`config.mk`:
```
export PLATFORM = sky130hd
export DESIGN_NAME = json_token_classifier_flat
export DESIGN_NICKNAME = d
export VERILOG_FILES = /design/src/sv/jtc_pkg.sv /design/src/sv/jtc_in_if.sv /design/src/sv/jtc_out_if.sv /design/src/sv/json_token_classifier.sv /design/src/sv/jtc_front.sv /design/src/sv/jtc_queue.sv /design/src/sv/jtc_back.sv /design/src/flat_wrapper.sv
export SDC_FILE = /design/constraint.sdc
export NUM_CORES = 1
export LEC_CHECK = 0
export BUFFER_PORTS_ARGS = -buffer_cell sky130_fd_sc_hd__buf_4
export CORE_MARGIN = 5
export CORE_UTILIZATION = 60
export CTS_BUF_LIST = sky130_fd_sc_hd__clkbuf_4
export CTS_CLUSTER_SIZE = 14
export DETAILED_ROUTE_END_ITERATION = 8
export GPL_TIMING_DRIVEN = 0
export PLACE_DENSITY = 0.76
export SLEW_MARGIN = 20
export SYNTH_ARGS = -nofsm -noshare
export SYNTH_HDL_FRONTEND = slang
export SYNTH_SLANG_ARGS = --single-unit
```
`constraint.sdc`:
```
create_clock -name clk -period 6 [get_ports clk]
set_input_delay 0.3 -clock clk [delete_from_list [all_inputs] [get_ports clk]]
set_output_delay 0.3 -clock clk [all_outputs]
set_load 0.01 [all_outputs]
```
`src/sv/jtc_pkg.sv`:
```
// Package for the JSON token classifier: token codes, scan modes, result bundle and byte classes.
package jtc_pkg;

  // Largest token length reported; longer tokens saturate here.
  localparam int MAX_TOKEN_BYTES = 255;
  localparam int LEN_CAP_INT     = (MAX_TOKEN_BYTES < 255) ? MAX_TOKEN_BYTES : 255;
  localparam logic [7:0] LEN_CAP = 8'(LEN_CAP_INT);

  // Results one text byte can cause, and the default depth of the result queue.
  localparam int MAX_RES     = 4;
  localparam int QUEUE_DEPTH = 4;

  // Request codes on the input channel.
  localparam logic REQ_BYTE = 1'b0;
  localparam logic REQ_END  = 1'b1;

  typedef enum logic [3:0] {
    TOK_LBRACE   = 4'd0,
    TOK_RBRACE   = 4'd1,
    TOK_LBRACKET = 4'd2,
    TOK_RBRACKET = 4'd3,
    TOK_COMMA    = 4'd4,
    TOK_COLON    = 4'd5,
    TOK_STRING   = 4'd6,
    TOK_LITERAL  = 4'd7,
    TOK_INTEGER  = 4'd8,
    TOK_FLOAT    = 4'd9,
    TOK_INVALID  = 4'd10
  } tok_t;

  typedef enum logic [2:0] {
    M_IDLE    = 3'd0,
    M_STRING  = 3'd1,
    M_LITERAL = 3'd2,
    M_INT     = 3'd3,
    M_DOT     = 3'd4,
    M_FRAC    = 3'd5
  } mode_t;

  typedef enum logic [1:0] {
    LIT_TRUE  = 2'd0,
    LIT_FALSE = 2'd1,
    LIT_NULL  = 2'd2,
    LIT_NULL2 = 2'd3
  } lit_t;

  // Character codes.
  localparam logic [7:0] CH_LBRACE   = 8'h7B;
  localparam logic [7:0] CH_RBRACE   = 8'h7D;
  localparam logic [7:0] CH_LBRACKET = 8'h5B;
  localparam logic [7:0] CH_RBRACKET = 8'h5D;
  localparam logic [7:0] CH_COMMA    = 8'h2C;
  localparam logic [7:0] CH_COLON    = 8'h3A;
  localparam logic [7:0] CH_QUOTE    = 8'h22;
  localparam logic [7:0] CH_DOT      = 8'h2E;
  localparam logic [7:0] CH_ZERO     = 8'h30;
  localparam logic [7:0] CH_NINE     = 8'h39;
  localparam logic [7:0] CH_SPACE    = 8'h20;
  localparam logic [7:0] CH_T        = 8'h74;
  localparam logic [7:0] CH_F        = 8'h66;
  localparam logic [7:0] CH_N        = 8'h6E;

  typedef struct packed {
    tok_t       tok_code;
    logic [7:0] token_length;
  } res_t;

  // All results caused by one accepted input transaction.
  typedef struct packed {
    logic [2:0]              count;
    res_t [MAX_RES-1:0]      items;
  } bundle_t;

  function automatic logic is_digit(input logic [7:0] b);
    return (b >= CH_ZERO) && (b <= CH_NINE);
  endfunction

  function automatic logic is_space(input logic [7:0] b);
    return (b == CH_SPACE) || ((b >= 8'h09) && (b <= 8'h0D));
  endfunction

  function automatic logic string_ok(input logic [7:0] b);
    logic ok;
    ok = ((b >= 8'h41) && (b <= 8'h5A)) || ((b >= 8'h61) && (b <= 8'h7A)) || is_digit(b);
    ok = ok || ((b >= 8'h80) && (b <= 8'hC3));
    ok = ok || (b == CH_COMMA) || (b == CH_COLON) || (b == 8'h5F) || (b == CH_LBRACE) ||
         (b == CH_RBRACE) || (b == CH_LBRACKET) || (b == CH_RBRACKET) || (b == 8'h2D) ||
         (b == CH_DOT) || (b == 8'h21) || (b == CH_SPACE);
    return ok;
  endfunction

  function automatic logic [7:0] sat_inc(input logic [7:0] x);
    return (x < LEN_CAP) ? x + 8'd1 : x;
  endfunction

  function automatic logic [2:0] lit_len(input lit_t k);
    return (k == LIT_FALSE) ? 3'd5 : 3'd4;
  endfunction

  // Expected letter at a position of a literal word.
  function automatic logic [7:0] lit_char(input lit_t k, input logic [2:0] pos);
    logic [7:0] c;
    c = 8'h00;
    case (k)
      LIT_TRUE: begin
        case (pos)
          3'd0: c = 8'h74;
          3'd1: c = 8'h72;
          3'd2: c = 8'h75;
          3'd3: c = 8'h65;
          default: c = 8'h00;
        endcase
      end
      LIT_FALSE: begin
        case (pos)
          3'd0: c = 8'h66;
          3'd1: c = 8'h61;
          3'd2: c = 8'h6C;
          3'd3: c = 8'h73;
          3'd4: c = 8'h65;
          default: c = 8'h00;
        endcase
      end
      default: begin
        case (pos)
          3'd0: c = 8'h6E;
          3'd1: c = 8'h75;
          3'd2: c = 8'h6C;
          3'd3: c = 8'h6C;
          default: c = 8'h00;
        endcase
      end
    endcase
    return c;
  endfunction

endpackage

```
`src/sv/jtc_in_if.sv`:
```
// Input channel interface: request type and text byte with valid and ready.
interface jtc_in_if;
  logic       valid;
  logic       ready;
  logic       req_type;
  logic [7:0] in_byte;

  modport source (output valid, output req_type, output in_byte, input ready);
  modport sink   (input valid, input req_type, input in_byte, output ready);
endinterface

```
`src/sv/jtc_out_if.sv`:
```
// Output channel interface: token code, length and last-of-run flag with valid and ready.
interface jtc_out_if;
  logic       valid;
  logic       ready;
  logic [3:0] tok_code;
  logic [7:0] token_length;
  logic       last_of_run;

  modport source (output valid, output tok_code, output token_length, output last_of_run,
                  input ready);
  modport sink   (input valid, input tok_code, input token_length, input last_of_run,
                  output ready);
endinterface

```
`src/sv/json_token_classifier.sv`:
```
// Top level of the JSON token classifier: front end, result queue and back end.
//
//   Channel    Modport  Payload                                   Transaction
//   text_in    sink     req_type(1), in_byte(8)                   one text byte or end of input
//   token_out  source   tok_code(4), token_length(8),             one finished token
//                       last_of_run(1)
//
// A text byte is taken every cycle while the result queue has room. The queue registers its
// bundle at the edge that accepts the byte, and the back end then loads it into its own
// register before the first result is offered; after that one result per cycle is handed
// out while the output is taken. Reset is synchronous and returns the scanner to idle with
// the queue empty.
// The input stalls only when the queue of QUEUE_DEPTH bundles is full; the output stalls
// freely, holding its transaction until taken.
module json_token_classifier #(
  parameter int QUEUE_DEPTH = jtc_pkg::QUEUE_DEPTH
) (
  input  logic      clk,
  input  logic      rst,
  jtc_in_if.sink    text_in,
  jtc_out_if.source token_out
);

  // Bundles flow from the scanner into the queue whenever a byte causes any result.
  logic             queue_full;
  logic             bundle_push;
  jtc_pkg::bundle_t bundle;

  // The back end drains the queue one bundle at a time.
  logic             q_valid;
  logic             q_pop;
  jtc_pkg::bundle_t q_data;

  // The front end decides every result of a byte within the cycle it is accepted.
  jtc_front u_front (
    .clk         (clk),
    .rst         (rst),
    .text_in     (text_in),
    .queue_full  (queue_full),
    .bundle_push (bundle_push),
    .bundle      (bundle)
  );

  // The queue absorbs bursts so that the scanner need not wait for the output side.
  jtc_queue #(
    .DEPTH (QUEUE_DEPTH)
  ) u_queue (
    .clk       (clk),
    .rst       (rst),
    .push      (bundle_push),
    .push_data (bundle),
    .pop       (q_pop),
    .full      (queue_full),
    .not_empty (q_valid),
    .head_data (q_data)
  );

  // The back end serialises each bundle and flags its final result.
  jtc_back u_back (
    .clk       (clk),
    .rst       (rst),
    .q_valid   (q_valid),
    .q_data    (q_data),
    .pop       (q_pop),
    .token_out (token_out)
  );

endmodule

```
`src/sv/jtc_front.sv`:
```
// Front end: scans one byte per cycle while the queue has room and builds the bundle of results it causes.
module jtc_front (
  input  logic              clk,
  input  logic              rst,
  jtc_in_if.sink            text_in,
  input  logic              queue_full,
  output logic              bundle_push,
  output jtc_pkg::bundle_t  bundle
);

  jtc_pkg::mode_t mode, mode_next;
  jtc_pkg::lit_t  lit_kind, lit_kind_next;
  logic [7:0]     run_len, run_len_next;
  logic [7:0]     lz_cnt, lz_cnt_next;
  logic [7:0]     id_cnt, id_cnt_next;

  logic           in_fire;
  logic           taken;
  logic [2:0]     n;
  logic [7:0]     b;
  jtc_pkg::res_t [jtc_pkg::MAX_RES-1:0] items;

  assign text_in.ready = !queue_full;
  assign in_fire       = text_in.valid && text_in.ready;
  assign b             = text_in.in_byte;

  always_comb begin
    mode_next     = mode;
    lit_kind_next = lit_kind;
    run_len_next  = run_len;
    lz_cnt_next   = lz_cnt;
    id_cnt_next   = id_cnt;
    items         = '0;
    n             = 3'd0;
    taken         = 1'b0;

    if (text_in.req_type == jtc_pkg::REQ_END) begin
      case (mode)
        jtc_pkg::M_STRING, jtc_pkg::M_LITERAL: begin
          items[n[1:0]] = '{jtc_pkg::TOK_INVALID, run_len};
          n = n + 3'd1;
        end
        jtc_pkg::M_INT, jtc_pkg::M_DOT, jtc_pkg::M_FRAC: begin
          if (mode == jtc_pkg::M_FRAC) begin
            items[n[1:0]] = '{jtc_pkg::TOK_FLOAT, run_len};
            n = n + 3'd1;
          end else begin
            if (lz_cnt != 8'd0) begin
              items[n[1:0]] = '{jtc_pkg::TOK_INVALID, lz_cnt};
              n = n + 3'd1;
            end
            if (id_cnt != 8'd0) begin
              items[n[1:0]] = '{jtc_pkg::TOK_INTEGER, id_cnt};
              n = n + 3'd1;
            end
            if (mode == jtc_pkg::M_DOT) begin
              items[n[1:0]] = '{jtc_pkg::TOK_INVALID, 8'd1};
              n = n + 3'd1;
            end
          end
        end
        default: begin
        end
      endcase
      mode_next    = jtc_pkg::M_IDLE;
      run_len_next = 8'd0;
      lz_cnt_next  = 8'd0;
      id_cnt_next  = 8'd0;
    end else begin
      // Let the pending token try to take the byte.
      case (mode)
        jtc_pkg::M_STRING: begin
          if (b == jtc_pkg::CH_QUOTE) begin
            items[n[1:0]] = '{jtc_pkg::TOK_STRING, jtc_pkg::sat_inc(run_len)};
            n = n + 3'd1;
            mode_next    = jtc_pkg::M_IDLE;
            run_len_next = 8'd0;
            lz_cnt_next  = 8'd0;
            id_cnt_next  = 8'd0;
            taken = 1'b1;
          end else if (jtc_pkg::string_ok(b)) begin
            run_len_next = jtc_pkg::sat_inc(run_len);
            taken = 1'b1;
          end else begin
            items[n[1:0]] = '{jtc_pkg::TOK_INVALID, run_len};
            n = n + 3'd1;
          end
        end
        jtc_pkg::M_LITERAL: begin
          if ((run_len < {5'd0, jtc_pkg::lit_len(lit_kind)}) &&
              (jtc_pkg::lit_char(lit_kind, run_len[2:0]) == b)) begin
            run_len_next = run_len + 8'd1;
            taken = 1'b1;
            if (run_len_next >= {5'd0, jtc_pkg::lit_len(lit_kind)}) begin
              items[n[1:0]] = '{jtc_pkg::TOK_LITERAL, run_len_next};
              n = n + 3'd1;
              mode_next    = jtc_pkg::M_IDLE;
              run_len_next = 8'd0;
              lz_cnt_next  = 8'd0;
              id_cnt_next  = 8'd0;
            end
          end else begin
            items[n[1:0]] = '{jtc_pkg::TOK_INVALID, run_len};
            n = n + 3'd1;
          end
        end
        jtc_pkg::M_INT, jtc_pkg::M_DOT: begin
          if (jtc_pkg::is_digit(b)) begin
            if (mode == jtc_pkg::M_INT) begin
              if ((b == jtc_pkg::CH_ZERO) && (id_cnt == 8'd0)) begin
                lz_cnt_next = jtc_pkg::sat_inc(lz_cnt);
              end else begin
                id_cnt_next = jtc_pkg::sat_inc(id_cnt);
              end
            end else begin
              mode_next = jtc_pkg::M_FRAC;
            end
            run_len_next = jtc_pkg::sat_inc(run_len);
            taken = 1'b1;
          end else if ((mode == jtc_pkg::M_INT) && (b == jtc_pkg::CH_DOT)) begin
            mode_next    = jtc_pkg::M_DOT;
            run_len_next = jtc_pkg::sat_inc(run_len);
            taken = 1'b1;
          end else begin
            if (lz_cnt != 8'd0) begin
              items[n[1:0]] = '{jtc_pkg::TOK_INVALID, lz_cnt};
              n = n + 3'd1;
            end
            if (id_cnt != 8'd0) begin
              items[n[1:0]] = '{jtc_pkg::TOK_INTEGER, id_cnt};
              n = n + 3'd1;
            end
            if (mode == jtc_pkg::M_DOT) begin
              items[n[1:0]] = '{jtc_pkg::TOK_INVALID, 8'd1};
              n = n + 3'd1;
            end
          end
        end
        jtc_pkg::M_FRAC: begin
          if (jtc_pkg::is_digit(b)) begin
            run_len_next = jtc_pkg::sat_inc(run_len);
            taken = 1'b1;
          end else begin
            items[n[1:0]] = '{jtc_pkg::TOK_FLOAT, run_len};
            n = n + 3'd1;
          end
        end
        default: begin
        end
      endcase

      // The byte opens a new token, or is looked at again after the old one ended.
      if (!taken) begin
        mode_next    = jtc_pkg::M_IDLE;
        run_len_next = 8'd0;
        lz_cnt_next  = 8'd0;
        id_cnt_next  = 8'd0;
        case (b)
          jtc_pkg::CH_LBRACE: begin
            items[n[1:0]] = '{jtc_pkg::TOK_LBRACE, 8'd1};
            n = n + 3'd1;
          end
          jtc_pkg::CH_RBRACE: begin
            items[n[1:0]] = '{jtc_pkg::TOK_RBRACE, 8'd1};
            n = n + 3'd1;
          end
          jtc_pkg::CH_LBRACKET: begin
            items[n[1:0]] = '{jtc_pkg::TOK_LBRACKET, 8'd1};
            n = n + 3'd1;
          end
          jtc_pkg::CH_RBRACKET: begin
            items[n[1:0]] = '{jtc_pkg::TOK_RBRACKET, 8'd1};
            n = n + 3'd1;
          end
          jtc_pkg::CH_COMMA: begin
            items[n[1:0]] = '{jtc_pkg::TOK_COMMA, 8'd1};
            n = n + 3'd1;
          end
          jtc_pkg::CH_COLON: begin
            items[n[1:0]] = '{jtc_pkg::TOK_COLON, 8'd1};
            n = n + 3'd1;
          end
          jtc_pkg::CH_QUOTE: begin
            mode_next    = jtc_pkg::M_STRING;
            run_len_next = 8'd1;
          end
          jtc_pkg::CH_T: begin
            mode_next     = jtc_pkg::M_LITERAL;
            lit_kind_next = jtc_pkg::LIT_TRUE;
            run_len_next  = 8'd1;
          end
          jtc_pkg::CH_F: begin
            mode_next     = jtc_pkg::M_LITERAL;
            lit_kind_next = jtc_pkg::LIT_FALSE;
            run_len_next  = 8'd1;
          end
          jtc_pkg::CH_N: begin
            mode_next     = jtc_pkg::M_LITERAL;
            lit_kind_next = jtc_pkg::LIT_NULL;
            run_len_next  = 8'd1;
          end
          default: begin
            if (jtc_pkg::is_digit(b)) begin
              mode_next    = jtc_pkg::M_INT;
              run_len_next = 8'd1;
              lz_cnt_next  = (b == jtc_pkg::CH_ZERO) ? 8'd1 : 8'd0;
              id_cnt_next  = (b == jtc_pkg::CH_ZERO) ? 8'd0 : 8'd1;
            end else if (!jtc_pkg::is_space(b)) begin
              items[n[1:0]] = '{jtc_pkg::TOK_INVALID, 8'd1};
              n = n + 3'd1;
            end
          end
        endcase
      end
    end
  end

  assign bundle_push  = in_fire && (n != 3'd0);
  assign bundle.count = n;
  assign bundle.items = items;

  always_ff @(posedge clk) begin
    if (rst) begin
      mode     <= jtc_pkg::M_IDLE;
      lit_kind <= jtc_pkg::LIT_TRUE;
      run_len  <= 8'd0;
      lz_cnt   <= 8'd0;
      id_cnt   <= 8'd0;
    end else if (in_fire) begin
      mode     <= mode_next;
      lit_kind <= lit_kind_next;
      run_len  <= run_len_next;
      lz_cnt   <= lz_cnt_next;
      id_cnt   <= id_cnt_next;
    end
  end

endmodule

```
`src/sv/jtc_queue.sv`:
```
// Result queue: a small first-in first-out store of bundles between front and back end.
module jtc_queue #(
  parameter int DEPTH = jtc_pkg::QUEUE_DEPTH
) (
  input  logic              clk,
  input  logic              rst,
  input  logic              push,
  input  jtc_pkg::bundle_t  push_data,
  input  logic              pop,
  output logic              full,
  output logic              not_empty,
  output jtc_pkg::bundle_t  head_data
);

  localparam int AW = (DEPTH > 1) ? $clog2(DEPTH) : 1;
  localparam int CW = $clog2(DEPTH + 1);

  jtc_pkg::bundle_t store [DEPTH];
  logic [AW-1:0]    wr_ptr;
  logic [AW-1:0]    rd_ptr;
  logic [CW-1:0]    fill;

  assign full      = (fill == CW'(DEPTH));
  assign not_empty = (fill != '0);
  assign head_data = store[rd_ptr];

  always_ff @(posedge clk) begin
    if (push) begin
      store[wr_ptr] <= push_data;
    end
  end

  always_ff @(posedge clk) begin
    if (rst) begin
      wr_ptr <= '0;
      rd_ptr <= '0;
      fill   <= '0;
    end else begin
      if (push) begin
        wr_ptr <= (wr_ptr == AW'(DEPTH - 1)) ? '0 : wr_ptr + AW'(1);
      end
      if (pop) begin
        rd_ptr <= (rd_ptr == AW'(DEPTH - 1)) ? '0 : rd_ptr + AW'(1);
      end
      if (push && !pop) begin
        fill <= fill + CW'(1);
      end else if (pop && !push) begin
        fill <= fill - CW'(1);
      end
    end
  end

endmodule

```
`src/sv/jtc_back.sv`:
```
// Back end: takes bundles from the queue and hands out their results one per cycle while the output takes them.
module jtc_back (
  input  logic              clk,
  input  logic              rst,
  input  logic              q_valid,
  input  jtc_pkg::bundle_t  q_data,
  output logic              pop,
  jtc_out_if.source         token_out
);

  jtc_pkg::bundle_t cur;
  logic             cur_valid;
  logic [1:0]       idx;
  logic             last;
  logic             out_fire;

  assign last     = ({1'b0, idx} == (cur.count - 3'd1));
  assign out_fire = token_out.valid && token_out.ready;
  assign pop      = q_valid && (!cur_valid || (out_fire && last));

  assign token_out.valid        = cur_valid;
  assign token_out.tok_code     = cur.items[idx].tok_code;
  assign token_out.token_length = cur.items[idx].token_length;
  assign token_out.last_of_run  = last;

  always_ff @(posedge clk) begin
    if (pop) begin
      cur <= q_data;
    end
  end

  always_ff @(posedge clk) begin
    if (rst) begin
      cur_valid <= 1'b0;
      idx       <= 2'd0;
    end else if (pop) begin
      cur_valid <= 1'b1;
      idx       <= 2'd0;
    end else if (out_fire) begin
      if (last) begin
        cur_valid <= 1'b0;
      end else begin
        idx <= idx + 2'd1;
      end
    end
  end

endmodule
```
`src/flat_wrapper.sv`:
```
// flat-port wrapper written by rule: the top's interface ports become plain ports
module json_token_classifier_flat 
#(
  parameter int QUEUE_DEPTH = jtc_pkg::QUEUE_DEPTH
)
  (clk, rst, text_in_valid, text_in_req_type, text_in_in_byte, text_in_ready, token_out_valid, token_out_tok_code, token_out_token_length, token_out_last_of_run, token_out_ready);
  jtc_in_if text_in_i ();
  jtc_out_if token_out_i ();
  input  logic clk;
  input  logic rst;
  input wire logic [$bits(text_in_i.valid)-1:0] text_in_valid;
  input wire logic [$bits(text_in_i.req_type)-1:0] text_in_req_type;
  input wire logic [$bits(text_in_i.in_byte)-1:0] text_in_in_byte;
  output wire logic [$bits(text_in_i.ready)-1:0] text_in_ready;
  output wire logic [$bits(token_out_i.valid)-1:0] token_out_valid;
  output wire logic [$bits(token_out_i.tok_code)-1:0] token_out_tok_code;
  output wire logic [$bits(token_out_i.token_length)-1:0] token_out_token_length;
  output wire logic [$bits(token_out_i.last_of_run)-1:0] token_out_last_of_run;
  input wire logic [$bits(token_out_i.ready)-1:0] token_out_ready;
  assign text_in_i.valid = text_in_valid;
  assign text_in_i.req_type = text_in_req_type;
  assign text_in_i.in_byte = text_in_in_byte;
  assign text_in_ready = text_in_i.ready;
  assign token_out_valid = token_out_i.valid;
  assign token_out_tok_code = token_out_i.tok_code;
  assign token_out_token_length = token_out_i.token_length;
  assign token_out_last_of_run = token_out_i.last_of_run;
  assign token_out_i.ready = token_out_ready;
  json_token_classifier #(.QUEUE_DEPTH(QUEUE_DEPTH)) u_core (.clk(clk), .rst(rst), .text_in(text_in_i), .token_out(token_out_i));
endmodule
```
Word-level counts from Yosys, hierarchy flattened. Memories as Yosys holds them, arrays and structs flattened. A register that Yosys moved wholly into a read port is not among the register bits. Cells that the tools add are included.

$add $sub $neg: 14. $lt $le $gt $ge: 26. Eq/ne operators: 46. Multiplexer cells: 160. Bitwise operators: 30. Reduce and logical (&&, ||, !) cells: 67.

Operators by type and width (count): 2-to-1 mux 48 bit (17); one-hot mux 48 bit (7 select lines) (1); 2-to-1 mux 12 bit (20); 2-to-1 mux 8 bit (27); bitwise AND 36 bit (5); NOT 36 bit (5); 2-to-1 mux 36 bit (4); bitwise AND 40 bit (3); demux 12 bit (select 2 bit) (5); NOT 40 bit (3); 2-to-1 mux 3 bit (37); bitwise mux 48 bit (2); == test 8 x 6 -> 1 bit, second input constant (8); == test 8 x 7 -> 1 bit, second input constant (8); bitwise OR 12 bit (5); one-hot mux 12 bit (4 select lines) (1); one-hot mux 8 bit (3 select lines) (2); bitwise AND 44 bit (1); NOT 44 bit (1); inequality test 4 bit, second input constant (10); one-hot mux 7 bit (5 select lines) (1); one-hot mux 8 bit (4 select lines) (1); one-hot mux 7 bit (4 select lines) (1); 2-to-1 mux 1 bit (25); 60 further kinds (150).

Flip-flop bits (word level): 39. Bits in writable memories: 204. Input port bits: 13. Output and inout bits: 15. Memories kept: 1.

Memory list: u_core.u_queue.store (words 4, bits a word 51, rd ports 1, clocked after memory_dff 1, write ports 1, RTL line jtc_queue.sv:18) `jtc_pkg::bundle_t store [DEPTH];`.

Longest topological paths before layout. Gate-level depths: netlist of the first run.

Depth in word-level cells: 32. Gate-level depth with buffers: 26.

By module. A second synthesis of the first run with hierarchy kept.

Cell total of the unflattened synthesis: 1029. Area total of the unflattened synthesis: 14134.8 um2.

Modules (own cells, without submodules): jtc_queue (instances 1, cells each 311, area an instance 7860.0 um2); jtc_front (instances 1, cells each 629, area an instance 4216.5 um2); jtc_back (instances 1, cells each 89, area an instance 2058.2 um2).

Worst setup path after synthesis of the first run. OpenSTA, ideal clock, no wires.

Path kind: flip-flop to flip-flop. Start: register u_core.u_front.lz_cnt[0]. End: register u_core.u_queue.fill[2]. Setup time: 70 ps. Arrival time: 5507 ps. Slack: 422 ps. Stages on the path, launching flop included: 27. Buffers on the path: 1. Clock period less this slack: 5578 ps. Path through: dfxtp_1 -> inv_1 -> ha_1 -> or4b_2 -> nor4_1 -> inv_1 -> ha_1 -> inv_1 -> nor2_1 -> nor2_1 -> a32o_1 -> a222oi_1 -> a21boi_2 -> inv_1 -> ha_1 -> clkbuf_1 -> xnor2_1 -> nor4bb_1 -> and3_1 -> mux2i_1 -> and2_1 -> ha_1 -> inv_1 -> fa_1 -> xor2_1 -> or3_1 -> a21oi_1.

Cells in the longest elaborated chain, start to end: 29. Elaborated cells on any way between the ends: 43.

RTL lines: start: declaration (RTL line jtc_front.sv:14) `logic [7:0] lz_cnt, lz_cnt_next;`; start signal: assignment (RTL line jtc_front.sv:233) `lz_cnt <= lz_cnt_next;`; nonzero test 8 bit (*) (RTL line jtc_front.sv:48, jtc_front.sv:125); 2-to-1 mux 1 bit (*) (RTL line jtc_front.sv:48, jtc_front.sv:125); 2-to-1 mux 3 bit (RTL line jtc_front.sv:120) `end else if ((mode == jtc_pkg::M_INT) && (b == jtc_pkg::CH_DOT)) begin`; 2-to-1 mux 3 bit (RTL line jtc_front.sv:108) `if (jtc_pkg::is_digit(b)) begin`; 2-to-1 mux 3 bit (RTL line jtc_front.sv:71) `case (mode)`; 2-to-1 mux 3 bit (RTL line jtc_front.sv:37) `if (text_in.req_type == jtc_pkg::REQ_END) begin`; adder 3 x 1 -> 3 bit (RTL line jtc_front.sv:131) `n = n + 3'd1;`; 2-to-1 mux 3 bit (RTL line jtc_front.sv:129) `if (id_cnt != 8'd0) begin`; [... 14 more ...]; 2-to-1 mux 3 bit (RTL line jtc_front.sv:153) `if (!taken) begin`; 2-to-1 mux 3 bit (*) (RTL line jtc_front.sv:37); nonzero test 3 bit (*) (RTL line jtc_front.sv:218) `assign bundle_push = in_fire && (n != 3'd0);`; logical AND 1 bit (*) (RTL line jtc_front.sv:218); via u_core.bundle_push (RTL line json_token_classifier.sv:26) `logic bundle_push;`; logical NOT 1 bit (RTL line jtc_queue.sv:47) `end else if (pop && !push) begin`; logical AND 1 bit (RTL line jtc_queue.sv:47); nonzero test 2 bit (no line); end signal: assignment (RTL line jtc_queue.sv:46) `fill <= fill + CW'(1);`; end signal: assignment (RTL line jtc_queue.sv:48) `fill <= fill - CW'(1);`; end: declaration (RTL line jtc_queue.sv:21) `logic [CW-1:0] fill;`.

The timed path passes the listed nets; every way through them passes the cells marked *. The select of a mux whose other input is x is not followed. A chain may end at the register's enable or synchronous reset.

Final worst setup path of the first run.
Start: register u_core.u_front.run_len[0]. End: register u_core.u_queue.fill[2].

Cells in the longest elaborated chain, start to end: 22. Elaborated cells on any way between the ends: 37.

RTL lines: start: declaration (RTL line jtc_front.sv:13) `logic [7:0] run_len, run_len_next;`; start signal: assignment (RTL line jtc_front.sv:232) `run_len <= run_len_next;`; parallel branches: the longest is 15 deep, another holds adder 8 x 1 -> 8 bit; 2-to-1 mux 3 bit (*) (RTL line jtc_front.sv:153); 2-to-1 mux 3 bit (*) (RTL line jtc_front.sv:37); nonzero test 3 bit (*) (RTL line jtc_front.sv:218); logical AND 1 bit (*) (RTL line jtc_front.sv:218); via u_core.bundle_push (RTL line json_token_classifier.sv:26); logical NOT 1 bit (RTL line jtc_queue.sv:47); logical AND 1 bit (RTL line jtc_queue.sv:47); nonzero test 2 bit (no line).

Mark *: on every way through the listed nets, which the timed path passes. The select of a mux whose other input is x is not followed.

==> results of run 1 <==
power by group:
part / internal [mW] / switching, mW
logic: 0.434 / 0.515
registers: 1.94 / 0.0818
clock network: 0.714 / 0.613
total: 3.08 / 1.21
cells in the final DEF, fill, tap and decap left out, drive strengths merged, types with 29 or more instances in the layout:
cell    synthesis  layout
a21oi          75      75
buf            19      51
clkbuf         47     134
dfxtp          39      39
edfxtp        185     185
inv            31      33
mux4           42      42
nand2          55      55
nand3          29      29
nor2           74      74
o21ai          57      57
stage by stage:
stage               setup WS, ns  total power [mW]  hold WS [ns]  utilization, %  std cells
floorplan                  0.422              2.63         0.472               -        970
global placement          -0.998              2.92         0.492            63.9       1254
detailed placement        -0.641              3.00         0.518            64.7       1260
CTS                       0.0621              4.33        0.0673            69.1       1367
global route            -0.00295              4.51         0.101            69.2       1368
finish                     0.344              4.29        0.0888            69.3       1369
registers in the layout, indices dropped and copies added, names as in the netlist:
name / cells
u_core.u_queue.store: 148
u_core.u_back.cur: 37
u_core.u_front.id_cnt: 8
u_core.u_front.lz_cnt: 8
u_core.u_front.run_len: 8
u_core.u_front.mode: 3
u_core.u_queue.fill: 3
u_core.u_back.idx: 2
u_core.u_front.lit_kind: 2
u_core.u_queue.rd_ptr: 2
u_core.u_queue.wr_ptr: 2
u_core.u_back.token_out.valid: 1
what timing repair did:
item                                    CTS  global route
endpoints found under the setup margin  114             2
gates resized for setup                   5             5
hold buffers                              2             0
pin swaps                                 0             1
setup buffers                             1             1
endpoints found under the hold margin     5             0
worst paths after layout:
path / to / slack, ns / cells after the start / from
worst max-delay path: u_core.u_queue.fill[2]$_SDFFE_PP0P_ / 0.34 / 22 / u_core.u_front.run_len[0]$_SDFFE_PP0P_
worst min-delay path: u_core.u_front.lit_kind[0]$_SDFFE_PP0P_ / 0.09 / 5 / text_in_in_byte[0]
worst max register to register: u_core.u_queue.fill[2]$_SDFFE_PP0P_ / 0.34 / 22 / u_core.u_front.run_len[0]$_SDFFE_PP0P_
worst min register to register: u_core.u_front.lz_cnt[7]$_SDFFE_PP0P_ / 0.52 / 2 / u_core.u_front.lz_cnt[7]$_SDFFE_PP0P_
layout make-up:
class                   count  area share, %
flip-flops and latches    224           48.6
multi-input cells         649           37.5
clock buffers              88           5.07
repair buffers             34           2.65
well taps                 260           2.49
plain buffers              65           2.04
inverters                  31          0.892
clock inverters            16          0.777
diodes                      2         0.0384
worst reg2reg max path, cell delays in order, from the launching register on:
cell and delay, ns:
dfxtp_1 0.39, clkbuf_1 0.35, inv_1 0.15, ha_1 0.28, or3_1 0.35, a32o_1 0.29, or4_4 0.44, a221oi_2 0.32
nand3_1 0.23, a21boi_4 0.26, inv_1 0.09, ha_2 0.24, xnor2_1 0.14, nor4bb_1 0.12, and3_1 0.21, mux2i_4 0.23
and2_4 0.21, ha_1 0.18, inv_1 0.06, fa_1 0.37, xor2_1 0.18, or3_1 0.31, a21oi_1 0.16
per-layer routing:
layer	up-vias	track usage [%]	share of wire, %
met5	-	0	0
met4	0	9.05	2.8
met3	71	5.03	7.6
met2	421	44.5	49
met1	4274	35.7	41
li1	4011	-	-
kinds of logic (layout without fill, tap and decap cells):
kind of cell    after synthesis  after routing  share of synthesized area, %
xor+xnor                     17             17                          1.29
mux                          54             54                          9.24
other cells                   0              2                             0
simple gates                308            308                          14.4
fa+ha+maj                    27             27                          2.99
flops                       224            224                          54.9
compound gates              243            243                          13.8
buf+inv                      97            234                          3.35
==> impl_metrics.csv, run 1 <==
group,metric,value,unit
status,status,"completed",
clocking,clk_pin_slew,0.07,ns
timing,setup_tns,0,ns
final_layout,multi_input_area,0.00489,sq mm
die,io_pins,28,
pwr,peakVddDrop,147,uV
critical_path,max_stage_delay,0.44,ns
timing,worstMarginPinSlew,0.991,ns
critical_path,crit_chain,"clkbuf_1, inv_1, ha_1, or3_1, a32o_1, or4_4, a221oi_2, nand3_1, a21boi_4, inv_1, ha_2, xnor2_1, nor4bb_1, and3_1, mux2i_4, and2_4, ha_1, inv_1, fa_1, xor2_1, or3_1, a21oi_1",
die,rows,50,
critical_path,path_delay_family,"simple AND/OR/NAND/NOR gates",
placement,portBuffers,24,
global_route,grt_usage,26.8,%
timing,finalMaxSlewViolations,0,
logic_synthesis,synth_area_per_cell,11.9,sq um
timing,worst_clock_skew,0.0437,ns
final_layout,fin_area,0.0130,sq mm
die,die_area,0.0221,sq mm
final_layout,fin_nets,1101,
logic_synthesis,yosysSeqAreaShare,54.9,%
global_route,grt_max_degree,28,
drt,drt_iter0_drc,837,
logic_synthesis,synth_top_cell_area_share,48.2,%
final_layout,final_layout_size_suffix_gt1_share,19.8,%
drt,vias,8777,
placement,dp_hpwl,20.8,mm
logic_synthesis,synth_area_leader_cell,"edfxtp_1",
logic_synthesis,syn_area,0.0115,sq mm
final_layout,fill_cells,1361,
die,core,0.0188,sq mm
timing,min_period,5.66,ns
die,dieHeight,149,microns
logic_synthesis,yosysMostFrequentCell,"edfxtp_1",
die,fp.dieW,149,microns
timing,fmax,177,MHz
drt,drc_errors,0,
hold_path,hold_class,"input pin to register",
clocking,numCtsBuffers,56,
logic_synthesis,synth_cells,970,
placement,place_congestion,0.965,
global_route,antenna_found_initial,1,
critical_path,crit_fanout,10,
logic_synthesis,async_flop_share,0,%
critical_path,crit_top_cell,"inv_1",
logic_synthesis,synth_edf_count,185,
critical_path,end_kind,"register",
critical_path,critPathRequiredTime,6.59,ns
final_layout,seq_area,0.00634,sq mm
drt,routedWlPerCell,21.5,microns
clocking,cts.sinks,224,
clocking,cts-htree-levels,2,
clocking,clk_latency,0.70,ns
drt,viasPerCell,6.41,
timing,hold_viol,0,
placement,dpl-instance-area,0.0122,sq mm
critical_path,worst-setup-path-type,"register to register",
logic_synthesis,synth_fp_nets,1010,
timing,finalCritPeriodShare,94.3,%
critical_path,worst_ep_arrival_time,6.24,ns
job,drv_cap,0,
global_route,gr-total-overflow,0,
global_route,grt_pass1_wl,46.1,mm
clocking,cts_root_buf,"clkbuf_4",
pwr,p_per_area,329,mW/mm^2
clocking,clockBufferDepth,3,
die,start_util,61.2,%
drt,drtPass1Iterations,6,
timing,maxSlewHeadroom,34.0,%
logic_synthesis,synth_cell_types,85,
logic_synthesis,synth_area_leaders,"edfxtp_1, mux4_2, dfxtp_1, a21oi_1, ha_1",
critical_path,worst_setup_path_start_kind,"register",
logic_synthesis,synth_common_cells,"edfxtp_1, a21oi_1, nor2_1",
pwr,leakagePower,4.53,nW
final_layout,area_delta_synth_final,13.1,%
logic_synthesis,synth_flop_cell,"edfxtp_1",
logic_synthesis,yosysWarnings,0,
logic_synthesis,ys_seq_elements,224,
critical_path,critPathBufInv,4,
clocking,cts_tree,"built",
drt,wl,29.5,mm
global_route,grt_pass1_vias,8432,
timing,setup_viol,0,
critical_path,cpMaxStageDelayCell,"or4_4",
drt,ant_nets,0,
No activity file was read; power rests on OpenSTA's default activity.
==> run 2: changes to the inputs <==
--- a/config.mk
+++ b/config.mk
@@ -13,6 +13,7 @@
 export DETAILED_ROUTE_END_ITERATION = 8
 export GPL_TIMING_DRIVEN = 0
 export PLACE_DENSITY = 0.76
+export REMOVE_ABC_BUFFERS = 1
 export SLEW_MARGIN = 20
 export SYNTH_ARGS = -nofsm -noshare
 export SYNTH_HDL_FRONTEND = slang
==> run 2 against run 1 <==
Die area is the same. Wire length shrank 13%. Critical path depth grew 4. Count of clock-buffer cells in the layout shrank 11. Worst setup slack lost 0.078 ns. Maximum frequency shrank 1.4%. Global-route usage shrank 2.9 points. Core utilization shrank 1.4 points.
==> impl_metrics.csv, run 2 (synthesized netlist as in run 1, its figures left out) <==
group,metric,value,unit
global_route,grt_pass1_wl,42.1,mm
timing,hold_viol,0,
critical_path,cpMaxStageDelayCell,"or4b_2",
critical_path,crit_fanout,9,
timing,fmax,174,MHz
clocking,clockBufferDepth,3,
global_route,antenna_found_initial,1,
drt,ant_nets,0,
timing,finalCritPeriodShare,95.6,%
clocking,cts-htree-levels,2,
final_layout,area_delta_synth_final,10.8,%
timing,fin_ws,0.265,ns
final_layout,top_regs,"u_core.u_queue.store: 148 flops, u_core.u_back.cur: 37 flops",
die,die_area,0.0221,sq mm
placement,dp_slack,-0.481,ns
pwr,p_per_area,324,mW/mm^2
pwr,peakVddDrop,191,uV
clocking,numCtsBuffers,53,
final_layout,fin_util,67.8,%
global_route,grt_pass1_vias,8029,
global_route,gr-total-overflow,0,
final_layout,top_register,"u_core.u_queue.store",
placement,portBuffers,27,
timing,worst_clock_skew,0.0181,ns
timing,finalMaxSlewViolations,0,
final_layout,fill_cells,1371,
timing,rsz0062_at_grt,"false",
job,drv_cap,0,
drt,drc_errors,0,
die,io_pins,28,
final_layout,fin_cells,1304,
timing,min_period,5.73,ns
drt,vias,8337,
timing,hold_ws,0.0893,ns
timing,worstMarginPinSlew,1.17,ns
final_layout,largest_reg_flops,148,
clocking,clk_latency,0.65,ns
critical_path,max_stage_delay,0.62,ns
global_route,grt_max_degree,51,
status,status,"completed",
clocking,cts_tree,"built",
final_layout,fin_nets,1039,
critical_path,crit_top_cell,"inv_1",
critical_path,worst_ep_arrival_time,6.32,ns
critical_path,path_delay_family,"simple AND/OR/NAND/NOR gates",
hold_path,hold_class,"input pin to register",
final_layout,multi_input_area,0.00488,sq mm
drt,wl,25.8,mm
die,core,0.0188,sq mm
critical_path,worst_setup_path_start_kind,"register",
drt,routedWlPerCell,19.8,microns
critical_path,worst-setup-path-type,"register to register",
final_layout,layout_commonest_cell,"edfxtp_1",
drt,drtPass1Iterations,5,
clocking,cts_root_buf,"clkbuf_4",
final_layout,final_layout_size_suffix_gt1_share,20.0,%
global_route,grt_usage,23.8,%
placement,dp_hpwl,17.1,mm
clocking,cts.sinks,224,
die,rows,50,
timing,maxSlewHeadroom,21.8,%
die,start_util,61.2,%
critical_path,critPathRequiredTime,6.58,ns
final_layout,most-common-layout-cells,"edfxtp_1, clkbuf_4, nor2_1, a21oi_1, o21ai_0",
die,fp.dieW,149,microns
die,dieHeight,149,microns
clocking,clk_pin_slew,0.07,ns
drt,drt_iter0_drc,704,
drt,viasPerCell,6.39,
pwr,leakagePower,4.42,nW
critical_path,critPathBufInv,6,
placement,place_congestion,0.965,
final_layout,seq_area,0.00634,sq mm
critical_path,end_kind,"register",
timing,setup_viol,0,
placement,placed_cells,1200,
## run 2: layout make-up
class	count	area share (%)
multi-input combinational	649	38.2
clock buffer	77	4.52
tap	260	2.55
sequential	224	49.6
inverter	31	0.911
antenna	1	0.0196
timing repair buffer	40	3.18
clock inverter	22	0.960
## run 2: metal layers
layer	routed length, microns	GRT usage (%)	vias up
met1	10800	33.1	4050
li1	-	-	3870
met4	628	7.67	0
met3	1930	4.72	70
met2	12400	38.2	347
met5	0	0	-
## run 2: worst register-to-register path, delay by kind of cell, from the launching register on
family / cells / cell delay (ns)
and+or+nand+nor: 8 / 1.86
adders and majority gates: 5 / 1.35
AOI/OAI and AO/OA: 4 / 0.99
buffers and inverters: 6 / 0.63
DFF: 1 / 0.38
xor gates and xnor gates: 2 / 0.32
muxes: 1 / 0.15
## run 2: metrics by stage
step | area [sq um] | power (mW) | setup TNS (ns)
2_1_floorplan | 11300 | 2.61 | -42.18
3_3_place_gp | 11800 | 2.89 | -300.06
3_5_place_dp | 12000 | 2.95 | -0.791
4_1_cts | 12700 | 4.19 | 0
5_1_grt | 12800 | 4.37 | 0
6_report | 12800 | 4.14 | 0
## run 2: repair_timing
item                                    CTS  global route
hold endpoints to repair                  1             0
gates resized for setup                   4             5
setup buffers                             2             1
pin swaps                                 1             1
endpoints found under the setup margin   36             2
hold buffers                              1             0
## run 2: power by group
part           internal (mW)  switching (mW)
Combinational          0.426           0.450
Sequential              1.94           0.101
Clock                  0.640           0.587
## run 2: path summary, 6_finish.rpt
kind	from	end	slack (ns)	cells past startpoint
worst max-delay path	u_core.u_front.lz_cnt[0]$_SDFFE_PP0P_	u_core.u_queue.fill[2]$_SDFFE_PP0P_	0.27	26
worst min-delay path	text_in_in_byte[3]	u_core.u_front.lit_kind[0]$_SDFFE_PP0P_	0.09	3
worst max register to register	u_core.u_front.lz_cnt[0]$_SDFFE_PP0P_	u_core.u_queue.fill[2]$_SDFFE_PP0P_	0.27	26
worst min register to register	u_core.u_front.lz_cnt[1]$_SDFFE_PP0P_	u_core.u_front.lz_cnt[1]$_SDFFE_PP0P_	0.51	2
==> run 3: changes to the inputs <==
--- a/config.mk
+++ b/config.mk
@@ -11,7 +11,6 @@
 export CTS_BUF_LIST = sky130_fd_sc_hd__clkbuf_4
 export CTS_CLUSTER_SIZE = 14
 export DETAILED_ROUTE_END_ITERATION = 8
-export GPL_TIMING_DRIVEN = 0
 export PLACE_DENSITY = 0.76
 export REMOVE_ABC_BUFFERS = 1
 export SLEW_MARGIN = 20
==> run 3 against run 2 <==
Hold slack lost 0.030 ns. Maximum frequency grew 2.7%. Global-route usage grew 0.23 points. Count of clock-buffer cells in the layout shrank 1.
==> impl_metrics.csv, run 3 (synthesized netlist as in run 1, its figures left out) <==
group,metric,value,unit
critical_path,crit_start,"u_core.u_front.lz_cnt[0]$_SDFFE_PP0P_",
critical_path,r2r-end,"u_core.u_queue.fill[2]$_SDFFE_PP0P_",
critical_path,reg2reg_from,"u_core.u_front.lz_cnt[0]$_SDFFE_PP0P_",
die,fp.dieW,149,microns
final_layout,area_delta_synth_final,9.87,%
timing,fin_ws,0.417,ns
die,core,0.0188,sq mm
global_route,gr-total-overflow,0,
timing,finalMaxSlewViolations,0,
global_route,antenna_found_initial,1,
final_layout,final_layout_size_suffix_gt1_share,20.1,%
pwr,p_sw,1.13,mW
critical_path,crit_top_cell,"inv_1",
pwr,leakagePower,4.43,nW
pwr,p_per_area,320,mW/mm^2
critical_path,critPathRequiredTime,6.63,ns
critical_path,end_kind,"register",
status,status,"completed",
timing,rsz0062_at_grt,"false",
pwr,clkPwrFrac,29.3,%
die,io_pins,28,
placement,dp_hpwl,17.2,mm
timing,worstMarginPinSlew,0.985,ns
hold_path,hold_class,"input pin to register",
die,rows,50,
critical_path,crit_end,"u_core.u_queue.fill[2]$_SDFFE_PP0P_",
critical_path,path_delay_family,"simple AND/OR/NAND/NOR gates",
clocking,numCtsBuffers,54,
clocking,clk_latency,0.70,ns
global_route,grt_max_degree,51,
drt,wl,26.1,mm
global_route,grt_pass1_wl,42.8,mm
final_layout,fin_util,67.3,%
die,start_util,61.2,%
final_layout,top_regs,"u_core.u_queue.store: 148 flops, u_core.u_back.cur: 37 flops",
drt,ant_nets,0,
die,die_area,0.0221,sq mm
placement,dpl-instance-area,0.0120,sq mm
die,dieHeight,149,microns
clocking,cts.sinks,224,
final_layout,fin_area,0.0127,sq mm
final_layout,largest_reg_flops,148,
drt,vias,8335,
timing,min_period,5.58,ns
critical_path,critPathBufInv,6,
drt,drt_iter0_drc,736,
timing,hold_viol,0,
clocking,cts_root_buf,"clkbuf_4",
final_layout,layout_commonest_cell,"edfxtp_1",
pwr,power.share.sequential,49.9,%
global_route,grt_usage,24.1,%
timing,maxSlewHeadroom,34.2,%
pwr,peakVddDrop,206,uV
final_layout,fill_cells,1394,
critical_path,r2r_slack,0.42,ns
critical_path,reg2regPathDepth,26,
critical_path,cpMaxStageDelayCell,"or4b_2",
critical_path,worst_ep_arrival_time,6.21,ns
placement,portBuffers,27,
pwr,total_power,4.05,mW
critical_path,crit_fanout,8,
pwr,comb_power_share,20.8,%
timing,setup_viol,0,
clocking,clockBufferDepth,3,
timing,finalCritPeriodShare,93.1,%
pwr,internal-power,2.92,mW
drt,drtPass1Iterations,5,
clocking,cts_tree,"built",
drt,routedWlPerCell,20.0,microns
timing,hold_ws,0.0590,ns
critical_path,worst_setup_path_start_kind,"register",
critical_path,max_stage_delay,0.59,ns
clocking,clk_pin_slew,0.06,ns
clocking,cts-htree-levels,2,
final_layout,top_register,"u_core.u_queue.store",
global_route,grt_pass1_vias,8208,
final_layout,fin_nets,1049,
final_layout,most-common-layout-cells,"edfxtp_1, clkbuf_4, nor2_1, a21oi_1, o21ai_0",
final_layout,seq_area,0.00634,sq mm
drt,viasPerCell,6.37,
job,drv_cap,0,
pwr,p_sw_share,28.0,%
final_layout,multi_input_area,0.00484,sq mm
timing,worst_clock_skew,0.0767,ns
critical_path,path_depth,26,
timing,fmax,179,MHz
drt,drc_errors,0,
placement,dp_slack,0.327,ns
placement,place_congestion,0.965,
critical_path,worst-setup-path-type,"register to register",
-- run 3: changes by cell type in the layout (fill, tap and decap cells not counted), moves of 2 or more --
cell / change
clkinv_1: -4
buf_4: +17
ha_1: +2
buf_12: -4
buf_16: -2
ha_2: -2
-- run 3: what timing repair did --
item / in CTS / in global routing
hold buffers: 1 / 0
endpoints found under the setup margin: 0 / 1
endpoints found under the hold margin: 3 / 0
buffers inserted: 0 / 2
gates resized for setup: 0 / 1
-- run 3: worst reg2reg max path, stage by stage (launching register included) --
cell and delay (ns):
dfxtp_1 0.35, inv_1 0.10, ha_1 0.13, or4b_2 0.59, nor4_2 0.20, inv_1 0.13
ha_1 0.40, inv_1 0.11, nor2_1 0.13, nor2_1 0.05, a32o_1 0.20, a222oi_1 0.31
a21boi_4 0.26, inv_1 0.08, ha_1 0.28, xnor2_1 0.16, nor4bb_1 0.13, and3_1 0.19
mux2i_1 0.12, buf_4 0.15, and2_1 0.18, ha_1 0.20, inv_1 0.06, fa_1 0.38
xor2_1 0.18, or3_1 0.31, a21oi_1 0.14
-- run 3: how the worst min path moves through the flow --
| stage | depth (start not counted) | start | endpoint | slack, ns |
|---|---|---|---|---|
| 2_1_floorplan | 1 | rst | u_core.u_front.lz_cnt[0]$_SDFFE_PP0P_ | 0.37 |
| 3_3_place_gp | 2 | u_core.u_front.lz_cnt[1]$_SDFFE_PP0P_ | u_core.u_front.lz_cnt[1]$_SDFFE_PP0P_ | 0.49 |
| 3_5_place_dp | 2 | u_core.u_queue.fill[2]$_SDFFE_PP0P_ | u_core.u_queue.fill[2]$_SDFFE_PP0P_ | 0.50 |
| 4_1_cts | 3 | text_in_in_byte[3] | u_core.u_front.lit_kind[0]$_SDFFE_PP0P_ | 0.01 |
| 5_1_grt | 2 | rst | u_core.u_queue.rd_ptr[0]$_SDFFE_PP0P_ | 0.06 |
| 6_report | 3 | text_in_in_byte[3] | u_core.u_front.lit_kind[0]$_SDFFE_PP0P_ | 0.06 |
-- run 3: final cells by class --
| type | instances | share of cell area (%) |
|---|---|---|
| antenna | 1 | 0.0197 |
| clock buffer | 76 | 4.50 |
| clock inverter | 18 | 0.760 |
| inverter | 31 | 0.918 |
| multi-input combinational | 649 | 38.2 |
| sequential | 224 | 50.0 |
| tap | 260 | 2.57 |
| timing repair buffer | 49 | 3.02 |
-- run 3: layer usage --
layer | vias to the layer above | wire, microns | global-route usage, %
met3 | 66 | 1900 | 4.14
li1 | 3881 | - | -
met5 | - | 0 | 0
met2 | 363 | 12500 | 39.0
met4 | 0 | 810 | 8.64
met1 | 4025 | 11000 | 33.1
-- run 3: metrics by stage --
step	setup TNS, ns	instances
final	0	1308
after global routing	0	1308
after CTS	0	1305
after detailed placement	0	1210
after global placement	0	1210
after floorplan	-42.18	904
-- run 3: power by group through the flow --
stage	clock, mW	combinational, mW	sequential (mW)
5_1_grt	1.31	0.928	2.04
3_5_place_dp	0	0.856	2.06
2_1_floorplan	0	0.520	2.09
4_1_cts	1.23	0.859	2.03
3_3_place_gp	0	0.840	2.05
6_report	1.19	0.844	2.02
